--- config.mk ---
export PLATFORM = sky130hd
export DESIGN_NAME = priority_delay_task_scheduler_unit
export DESIGN_NICKNAME = d
export VERILOG_FILES = /design/src/sv/psch_pkg.sv /design/src/sv/psch_front.sv /design/src/sv/psch_back.sv /design/src/sv/priority_delay_task_scheduler_unit.sv
export SDC_FILE = /design/constraint.sdc
export NUM_CORES = 2
export LEC_CHECK = 0
export BUFFER_PORTS_ARGS = -buffer_cell sky130_fd_sc_hd__buf_2
export CAP_MARGIN = 20
export CORE_MARGIN = 1
export CORE_UTILIZATION = 50
export DETAILED_ROUTE_END_ITERATION = 10
export GPL_ROUTABILITY_DRIVEN = 0
export PLACE_DENSITY = 0.7
export SLEW_MARGIN = 5
export SYNTH_ARGS = -nofsm -noshare
export SYNTH_HDL_FRONTEND = slang
export SYNTH_SLANG_ARGS = --single-unit
--- constraint.sdc ---
create_clock -name clock -period 6.5 [get_ports clock]
set_input_delay 0.325 -clock clock [delete_from_list [all_inputs] [get_ports clock]]
set_output_delay 0.325 -clock clock [all_outputs]
set_load 0.05 [all_outputs]
--- src/sv/psch_pkg.sv ---
// Shared types and constants for the priority/delay task scheduler.
package psch_pkg;

   localparam int QueueDepth = 16;
   localparam int CntW       = 5;

   typedef logic [CntW-1:0] cnt_type;

   typedef enum logic [1:0] {
      REQ_ENQ      = 2'd0,
      REQ_DISPATCH = 2'd1,
      REQ_TICK     = 2'd2,
      REQ_NOP      = 2'd3
   } req_code_type;

   typedef enum logic {
      ST_IDLE,
      ST_MOVE
   } st_type;

   typedef struct packed {
      req_code_type kind;
      logic [7:0]   id;
      logic [7:0]   prio;
      logic [15:0]  delay;
   } cmd_type;

endpackage

--- src/sv/psch_front.sv ---
// Request front end: takes items and buffers them in a two-entry queue.
module psch_front (
   input  logic              clock,
   input  logic              reset,
   input  logic              req_valid,
   output logic              req_ready,
   input  logic [1:0]        req_type,
   input  logic [7:0]        req_task_id,
   input  logic [7:0]        req_task_priority,
   input  logic [15:0]       req_start_delay,
   output psch_pkg::cmd_type cmd,
   output logic              cmd_valid,
   input  logic              cmd_pop
);
   import psch_pkg::*;

   cmd_type    mem_ff [2];
   logic       wr_ptr_ff, wr_ptr_in;
   logic       rd_ptr_ff, rd_ptr_in;
   logic [1:0] cnt_ff, cnt_in;
   logic       push;
   cmd_type    new_cmd;

   assign req_ready = (cnt_ff != 2'd2);
   assign push      = req_valid && req_ready;
   assign cmd_valid = (cnt_ff != 2'd0);
   assign cmd       = mem_ff[rd_ptr_ff];

   always_comb begin
      new_cmd.kind  = req_code_type'(req_type);
      new_cmd.id    = req_task_id;
      new_cmd.prio  = req_task_priority;
      new_cmd.delay = req_start_delay;
      wr_ptr_in     = push ? ~wr_ptr_ff : wr_ptr_ff;
      rd_ptr_in     = cmd_pop ? ~rd_ptr_ff : rd_ptr_ff;
      cnt_in        = cnt_ff + {1'b0, push} - {1'b0, cmd_pop};
   end

   always_ff @(posedge clock) begin
      if (push) begin
         mem_ff[wr_ptr_ff] <= new_cmd;
      end
      if (reset) begin
         wr_ptr_ff <= 1'b0;
         rd_ptr_ff <= 1'b0;
         cnt_ff    <= 2'd0;
      end else begin
         wr_ptr_ff <= wr_ptr_in;
         rd_ptr_ff <= rd_ptr_in;
         cnt_ff    <= cnt_in;
      end
   end

endmodule

--- src/sv/psch_back.sv ---
// Scheduler back end: sorted ready and delayed queues and the result register.
module psch_back (
   input  logic              clock,
   input  logic              reset,
   input  psch_pkg::cmd_type cmd,
   input  logic              cmd_valid,
   output logic              cmd_pop,
   output logic              rsp_valid,
   input  logic              rsp_ready,
   output logic              rsp_dispatched,
   output logic [7:0]        rsp_run_task_id,
   output logic [4:0]        rsp_ready_count,
   output logic [4:0]        rsp_delayed_count,
   output logic              rsp_all_idle,
   output logic              rsp_overflow
);
   import psch_pkg::*;

   logic [7:0]  rid_ff   [QueueDepth];
   logic [7:0]  rid_in   [QueueDepth];
   logic [7:0]  rpri_ff  [QueueDepth];
   logic [7:0]  rpri_in  [QueueDepth];
   logic [7:0]  wid_ff   [QueueDepth];
   logic [7:0]  wid_in   [QueueDepth];
   logic [7:0]  wpri_ff  [QueueDepth];
   logic [7:0]  wpri_in  [QueueDepth];
   logic [15:0] wtick_ff [QueueDepth];
   logic [15:0] wtick_in [QueueDepth];
   cnt_type     rfill_ff, rfill_in;
   cnt_type     wfill_ff, wfill_in;
   st_type      st_ff, st_in;

   logic        rsp_valid_ff, rsp_valid_in;
   logic        disp_ff, ovf_ff, idle_ff;
   logic [7:0]  run_id_ff;
   cnt_type     rcnt_ff, wcnt_ff;

   logic        do_rins, do_wins, do_wpop, do_rpop, do_tick, load_rsp, ovf;
   logic        can_move;
   logic [7:0]  ins_id, ins_prio;
   logic [QueueDepth-1:0] rge, wle;

   assign can_move = (wfill_ff != '0) && (wtick_ff[0] == 16'd0)
                     && (rfill_ff < cnt_type'(QueueDepth));

   // next state
   always_comb begin
      st_in = st_ff;
      unique case (st_ff)
         ST_IDLE: begin
            if (cmd_valid && !rsp_valid_ff && cmd.kind == REQ_DISPATCH) begin
               st_in = ST_MOVE;
            end
         end
         ST_MOVE: begin
            if (!can_move) begin
               st_in = ST_IDLE;
            end
         end
         default: st_in = ST_IDLE;
      endcase
   end

   // control outputs
   always_comb begin
      cmd_pop  = 1'b0;
      do_rins  = 1'b0;
      do_wins  = 1'b0;
      do_wpop  = 1'b0;
      do_rpop  = 1'b0;
      do_tick  = 1'b0;
      load_rsp = 1'b0;
      ovf      = 1'b0;
      unique case (st_ff)
         ST_IDLE: begin
            if (cmd_valid && !rsp_valid_ff) begin
               cmd_pop = 1'b1;
               case (cmd.kind)
                  REQ_ENQ: begin
                     load_rsp = 1'b1;
                     if (cmd.delay == 16'd0) begin
                        if (rfill_ff >= cnt_type'(QueueDepth)) ovf = 1'b1;
                        else do_rins = 1'b1;
                     end else begin
                        if (wfill_ff >= cnt_type'(QueueDepth)) ovf = 1'b1;
                        else do_wins = 1'b1;
                     end
                  end
                  REQ_TICK: begin
                     do_tick  = 1'b1;
                     load_rsp = 1'b1;
                  end
                  REQ_DISPATCH: ;
                  default: load_rsp = 1'b1;
               endcase
            end
         end
         ST_MOVE: begin
            if (can_move) begin
               do_rins = 1'b1;
               do_wpop = 1'b1;
            end else begin
               do_rpop  = (rfill_ff != '0);
               load_rsp = 1'b1;
            end
         end
         default: ;
      endcase
   end

   assign ins_id   = (st_ff == ST_MOVE) ? wid_ff[0]  : cmd.id;
   assign ins_prio = (st_ff == ST_MOVE) ? wpri_ff[0] : cmd.prio;

   // queue datapath: parallel compares pick the insert slot
   always_comb begin
      for (int k = 0; k < QueueDepth; k++) begin
         rge[k] = (cnt_type'(k) < rfill_ff) && (rpri_ff[k] >= ins_prio);
         wle[k] = (cnt_type'(k) < wfill_ff) && (wtick_ff[k] <= cmd.delay);
      end
      for (int k = 0; k < QueueDepth; k++) begin
         rid_in[k]   = rid_ff[k];
         rpri_in[k]  = rpri_ff[k];
         wid_in[k]   = wid_ff[k];
         wpri_in[k]  = wpri_ff[k];
         wtick_in[k] = wtick_ff[k];
         if (do_rpop && k < QueueDepth - 1) begin
            rid_in[k]  = rid_ff[k+1];
            rpri_in[k] = rpri_ff[k+1];
         end
         if (do_rins && !rge[k]) begin
            if (k == 0 || rge[(k == 0) ? 0 : k-1]) begin
               rid_in[k]  = ins_id;
               rpri_in[k] = ins_prio;
            end else begin
               rid_in[k]  = rid_ff[(k == 0) ? 0 : k-1];
               rpri_in[k] = rpri_ff[(k == 0) ? 0 : k-1];
            end
         end
         if (do_wpop && k < QueueDepth - 1) begin
            wid_in[k]   = wid_ff[k+1];
            wpri_in[k]  = wpri_ff[k+1];
            wtick_in[k] = wtick_ff[k+1];
         end
         if (do_wins && !wle[k]) begin
            if (k == 0 || wle[(k == 0) ? 0 : k-1]) begin
               wid_in[k]   = cmd.id;
               wpri_in[k]  = cmd.prio;
               wtick_in[k] = cmd.delay;
            end else begin
               wid_in[k]   = wid_ff[(k == 0) ? 0 : k-1];
               wpri_in[k]  = wpri_ff[(k == 0) ? 0 : k-1];
               wtick_in[k] = wtick_ff[(k == 0) ? 0 : k-1];
            end
         end
         if (do_tick && wtick_ff[k] != 16'd0) begin
            wtick_in[k] = wtick_ff[k] - 16'd1;
         end
      end
      rfill_in = rfill_ff + cnt_type'(do_rins) - cnt_type'(do_rpop);
      wfill_in = wfill_ff + cnt_type'(do_wins) - cnt_type'(do_wpop);
      rsp_valid_in = load_rsp ? 1'b1 : (rsp_valid_ff && !rsp_ready);
   end

   always_ff @(posedge clock) begin
      for (int k = 0; k < QueueDepth; k++) begin
         rid_ff[k]   <= rid_in[k];
         rpri_ff[k]  <= rpri_in[k];
         wid_ff[k]   <= wid_in[k];
         wpri_ff[k]  <= wpri_in[k];
         wtick_ff[k] <= wtick_in[k];
      end
      if (load_rsp) begin
         disp_ff   <= do_rpop;
         run_id_ff <= do_rpop ? rid_ff[0] : 8'd0;
         rcnt_ff   <= rfill_in;
         wcnt_ff   <= wfill_in;
         idle_ff   <= (rfill_in == '0) && (wfill_in == '0);
         ovf_ff    <= ovf;
      end
      if (reset) begin
         st_ff        <= ST_IDLE;
         rfill_ff     <= '0;
         wfill_ff     <= '0;
         rsp_valid_ff <= 1'b0;
      end else begin
         st_ff        <= st_in;
         rfill_ff     <= rfill_in;
         wfill_ff     <= wfill_in;
         rsp_valid_ff <= rsp_valid_in;
      end
   end

   assign rsp_valid         = rsp_valid_ff;
   assign rsp_dispatched    = disp_ff;
   assign rsp_run_task_id   = run_id_ff;
   assign rsp_ready_count   = rcnt_ff;
   assign rsp_delayed_count = wcnt_ff;
   assign rsp_all_idle      = idle_ff;
   assign rsp_overflow      = ovf_ff;

endmodule

--- src/sv/priority_delay_task_scheduler_unit.sv ---
// Top level of the priority/delay task scheduler.
// Usage:
//   req_* channel (valid/ready) carries one request item: req_type selects
//   enqueue, dispatch or timer tick; task id, priority and start delay go
//   with an enqueue. Every request gives exactly one item on the rsp_*
//   channel (valid/ready) with the dispatch result, both queue counts, an
//   all-idle flag and an overflow flag for a dropped enqueue.
// Sequence:
//   Enqueue, tick and unused codes are registered in the front queue, then
//   executed by the back end (the execute cycle reads the front queue head),
//   which registers the result on rsp. A dispatch enters the move state and
//   moves the expired delayed entries to the ready queue, one per cycle
//   through the sorted-insert network (at most 16), then loads the result.
//   The front queue holds two items, so requests keep being taken while a
//   result waits; the back end starts the next item the cycle after rsp is
//   taken.
// Reset: synchronous, active high; both queues come up empty.
// Stall: a held rsp item blocks the back end; the front fills and then
//   drops req_ready until the result is taken.
module priority_delay_task_scheduler_unit (
   input  logic        clock,
   input  logic        reset,
   input  logic        req_valid,
   output logic        req_ready,
   input  logic [1:0]  req_type,
   input  logic [7:0]  req_task_id,
   input  logic [7:0]  req_task_priority,
   input  logic [15:0] req_start_delay,
   output logic        rsp_valid,
   input  logic        rsp_ready,
   output logic        rsp_dispatched,
   output logic [7:0]  rsp_run_task_id,
   output logic [4:0]  rsp_ready_count,
   output logic [4:0]  rsp_delayed_count,
   output logic        rsp_all_idle,
   output logic        rsp_overflow
);
   import psch_pkg::*;

   cmd_type cmd;
   logic    cmd_valid;
   logic    cmd_pop;

   // front: accepts and buffers request items
   psch_front u_front (
      .clock             (clock),
      .reset             (reset),
      .req_valid         (req_valid),
      .req_ready         (req_ready),
      .req_type          (req_type),
      .req_task_id       (req_task_id),
      .req_task_priority (req_task_priority),
      .req_start_delay   (req_start_delay),
      .cmd               (cmd),
      .cmd_valid         (cmd_valid),
      .cmd_pop           (cmd_pop)
   );

   // back: sorted queues, expiry moves and the result register
   psch_back u_back (
      .clock             (clock),
      .reset             (reset),
      .cmd               (cmd),
      .cmd_valid         (cmd_valid),
      .cmd_pop           (cmd_pop),
      .rsp_valid         (rsp_valid),
      .rsp_ready         (rsp_ready),
      .rsp_dispatched    (rsp_dispatched),
      .rsp_run_task_id   (rsp_run_task_id),
      .rsp_ready_count   (rsp_ready_count),
      .rsp_delayed_count (rsp_delayed_count),
      .rsp_all_idle      (rsp_all_idle),
      .rsp_overflow      (rsp_overflow)
   );

endmodule

==> results_dict.tcl <==
set metrics [dict create \
    status "completed" \
    synth_warnings 0 \
    vias 47200 \
    fmax_mhz 179 \
    synth-async-reset-ratio_pct 0 \
    crit_fanout 33 \
    worst-path-stages 10 \
    setup_tns_ps 0 \
    critPathBufInv 2 \
    grt_remaining_overflow 0 \
    drt_first_pass_iters 6 \
    powerDensity_mw_per_mm2 457 \
    synth_area_per_cell_um2 10.2 \
    netlist_area_mm2 0.0576 \
    slew_headroom_pct 25.2 \
    rr_worst_depth 10 \
    synth-seq-area-share_pct 45.3 \
    grt_antenna_before_repair 0 \
    clk_pin_slew_worst_paths_ps 60 \
    ios 61 \
    hpwlAfterDp_um 127000 \
    fin_area_mm2 0.0631 \
    final-setup-viol-count 0 \
    viasPerCell 6.59 \
    core-area_mm2 0.114 \
    cp.required_ps 6730 \
    rsz0062_at_grt "false" \
    wirelength_um 183000 \
    grtUsageTotal_pct 30.6 \
    num_antenna_cells 0 \
    critPathKind "reg -> reg" \
    path_cells "buf_4 -> mux2_2 -> mux2_2 -> inv_1 -> ha_1 -> and3_1 -> a2111oi_0 -> o21a_1 -> o21ai_2 -> nand2_1" \
    hold-worst-slack_ps 78.3 \
    cts_max_path_buffers 3 \
    place_ws_ps 1020 \
    die_area_mm2 0.116 \
    period_share_pct 86.2 \
    cts_htree_levels 3 \
    final_common_cell "edfxtp_1" \
    layout_common_cells "edfxtp_1 (857), nand2_1 (728), o21ai_0 (591)" \
    ant_nets 0 \
    holdBufCountCts 35 \
    instances_no_fill 7166 \
    setup_slack_ps 899 \
    final_layout_size_suffix_gt1_share_pct 8.67 \
    clock_latency_ps 710 \
    grt_max_degree 50 \
    std_cell_rows 124 \
    crit_slowest_cell "o21ai_2" \
    start_kind "register" \
    dp.cells 6941 \
    die_x_um 341 \
    final-hold-violation-count 0 \
    clockRootBuffer "clkbuf_16" \
    maxSlewViolCount 0 \
    vdd_ir_drop_max_mv 0.526 \
    nFillCells 9874 \
    slowest_delay_ps 860 \
    seqCellArea_mm2 0.0261 \
    synthesis.nets 6085 \
    place_area_mm2 0.0593 \
    start_util_pct 50.4 \
    grt_pass1_wl_um 276000 \
    syn_to_final_growth_pct 9.59 \
    min_period_ps 5600 \
    hold_path_depth 4 \
    numCtsBuffers 96 \
    drtIter0Drc 5806 \
    first_global_vias 45300 \
    cts_sinks 874 \
    die_y_um 341 \
    critical_path.top_delay_family "compound AO/OA/AOI/OAI gates" \
    avgRoutedWirePerCell_um 25.6 \
    synth.ff_latch_count 874 \
    drc_errors 0 \
    synth.distinct_cells 87 \
    hp-class "in -> reg" \
    cts_resized 0 \
    cp.arrival_ps 5830 \
    multi_input_area_mm2 0.0298 \
    nets 6032 \
    drv_cap 0 \
    crit_path_end_kind "register" \
    cp_common_cell "mux2_2" \
    syn_inst 5627 \
    io_buffers 60 \
    p_leak_nw 23.0 \
    skew_ps 60.4 \
    cts_tree "built" \
    postCtsSetupRepairBufs 0 \
    synth-edff-count 857 \
    max_slew.worst_pin.slew_ps 1120 \
    ys.flop_type "edfxtp_1" \
]
[Yosys cell counts, drive strengths merged (23+ instances only)]
| cell type | instances | area share [%] |
|---|---|---|
| a21o | 46 | 0.60 |
| buf | 106 | 0.93 |
| a21oi | 179 | 1.6 |
| a211o | 54 | 0.82 |
| o21ai | 699 | 6.1 |
| clkbuf | 256 | 1.7 |
| o21a | 23 | 0.30 |
| a31oi | 115 | 1.2 |
| nand2b | 29 | 0.32 |
| nor4 | 57 | 0.62 |
| inv | 106 | 0.69 |
| ha | 418 | 9.1 |
| a22oi | 25 | 0.33 |
| nand2 | 731 | 4.8 |
| o211ai | 139 | 1.8 |
| xor2 | 71 | 1.1 |
| or3 | 32 | 0.35 |
| nor2b | 38 | 0.41 |
| mux2 | 104 | 2.1 |
| mux2i | 525 | 9.1 |
| nor3 | 106 | 0.92 |
| nand4 | 59 | 0.64 |
| xnor2 | 130 | 2.0 |
| edfxtp | 857 | 45 |
| nand3 | 144 | 1.3 |
| o221ai | 68 | 1.0 |
| nor2 | 272 | 1.8 |
[logic make-up (layout without fill, tap and decap cells)]
logic type	Yosys count	in the layout	synth area share, %
buf+inv	478	505	3.35
fa+ha+maj	420	420	9.16
flops	874	874	45.3
xor+xnor	201	201	3.06
mux	629	629	11.2
compound gates	1463	1463	15.6
simple gates	1562	1562	12.3
[worst register-to-register path, stage by stage (launching register included)]
cell	delay (ps)
dfxtp_2	590
buf_4	410
mux2_2	570
mux2_2	500
inv_1	710
ha_1	290
and3_1	180
a2111oi_0	110
o21a_1	210
o21ai_2	870
nand2_1	700
[worst paths after layout]
path                         startpoint                     to  slack [ps]
setup / recovery               register   u_back.rid_ff[1][38]         900
setup reg to reg               register   u_back.rid_ff[1][38]         900
hold reg to reg   u_back.rpri_ff[1][61]  u_back.rpri_ff[1][53]         530
hold / removal                req_valid      u_front.wr_ptr_ff          80
[power breakdown]
group | leakage [nW] | total [mW] | switching, mW | internal [mW]
registers | 7.98 | 10.4 | 1.95 | 8.41
clock network | 1.56 | 5.72 | 2.45 | 3.27
logic | 13.4 | 12.8 | 8.19 | 4.58
[state kept, by name, indices dropped and copies added, names as in the netlist, 2 cells and up, named ones only]
register	count
u_back.wpri_ff	128
u_back.wid_ff	128
u_front.cnt_ff	2
u_back.rsp_ready_count	5
u_front.mem_ff	68
u_back.rid_ff	128
u_back.rfill_ff	5
u_back.wfill_ff	5
u_back.rsp_run_task_id	8
u_back.rpri_ff	128
u_back.rsp_delayed_count	5
u_back.wtick_ff	256
[metrics by stage]
step	total power [mW]	utilization [%]
after floorplan	18.4	-
after global placement	22.3	51.9
after detailed placement	22.7	51.9
after CTS	28.4	55.1
after global routing	30.2	55.2
final	28.9	55.2
[final cells by class]
cell class	count	share of cell area, %
Clock buffer	121	4.04
Multi-Input combinational cell	4275	47.3
Timing Repair Buffer	211	2.59
Inverter	116	0.690
Clock inverter	57	1.09
Sequential cell	874	41.3
Tap cell	1512	3.00
[per-layer routing]
metal,wire length (µm),share of wire [%],track usage [%],up-vias
li1,-,-,-,21200
met1,73500,40,41.5,22800
met2,82300,45,47.6,2730
met3,18700,10,5.49,487
met4,8920,4.9,14.3,0
met5,0,0,0,-
No activity file was read; power rests on OpenSTA's default activity.
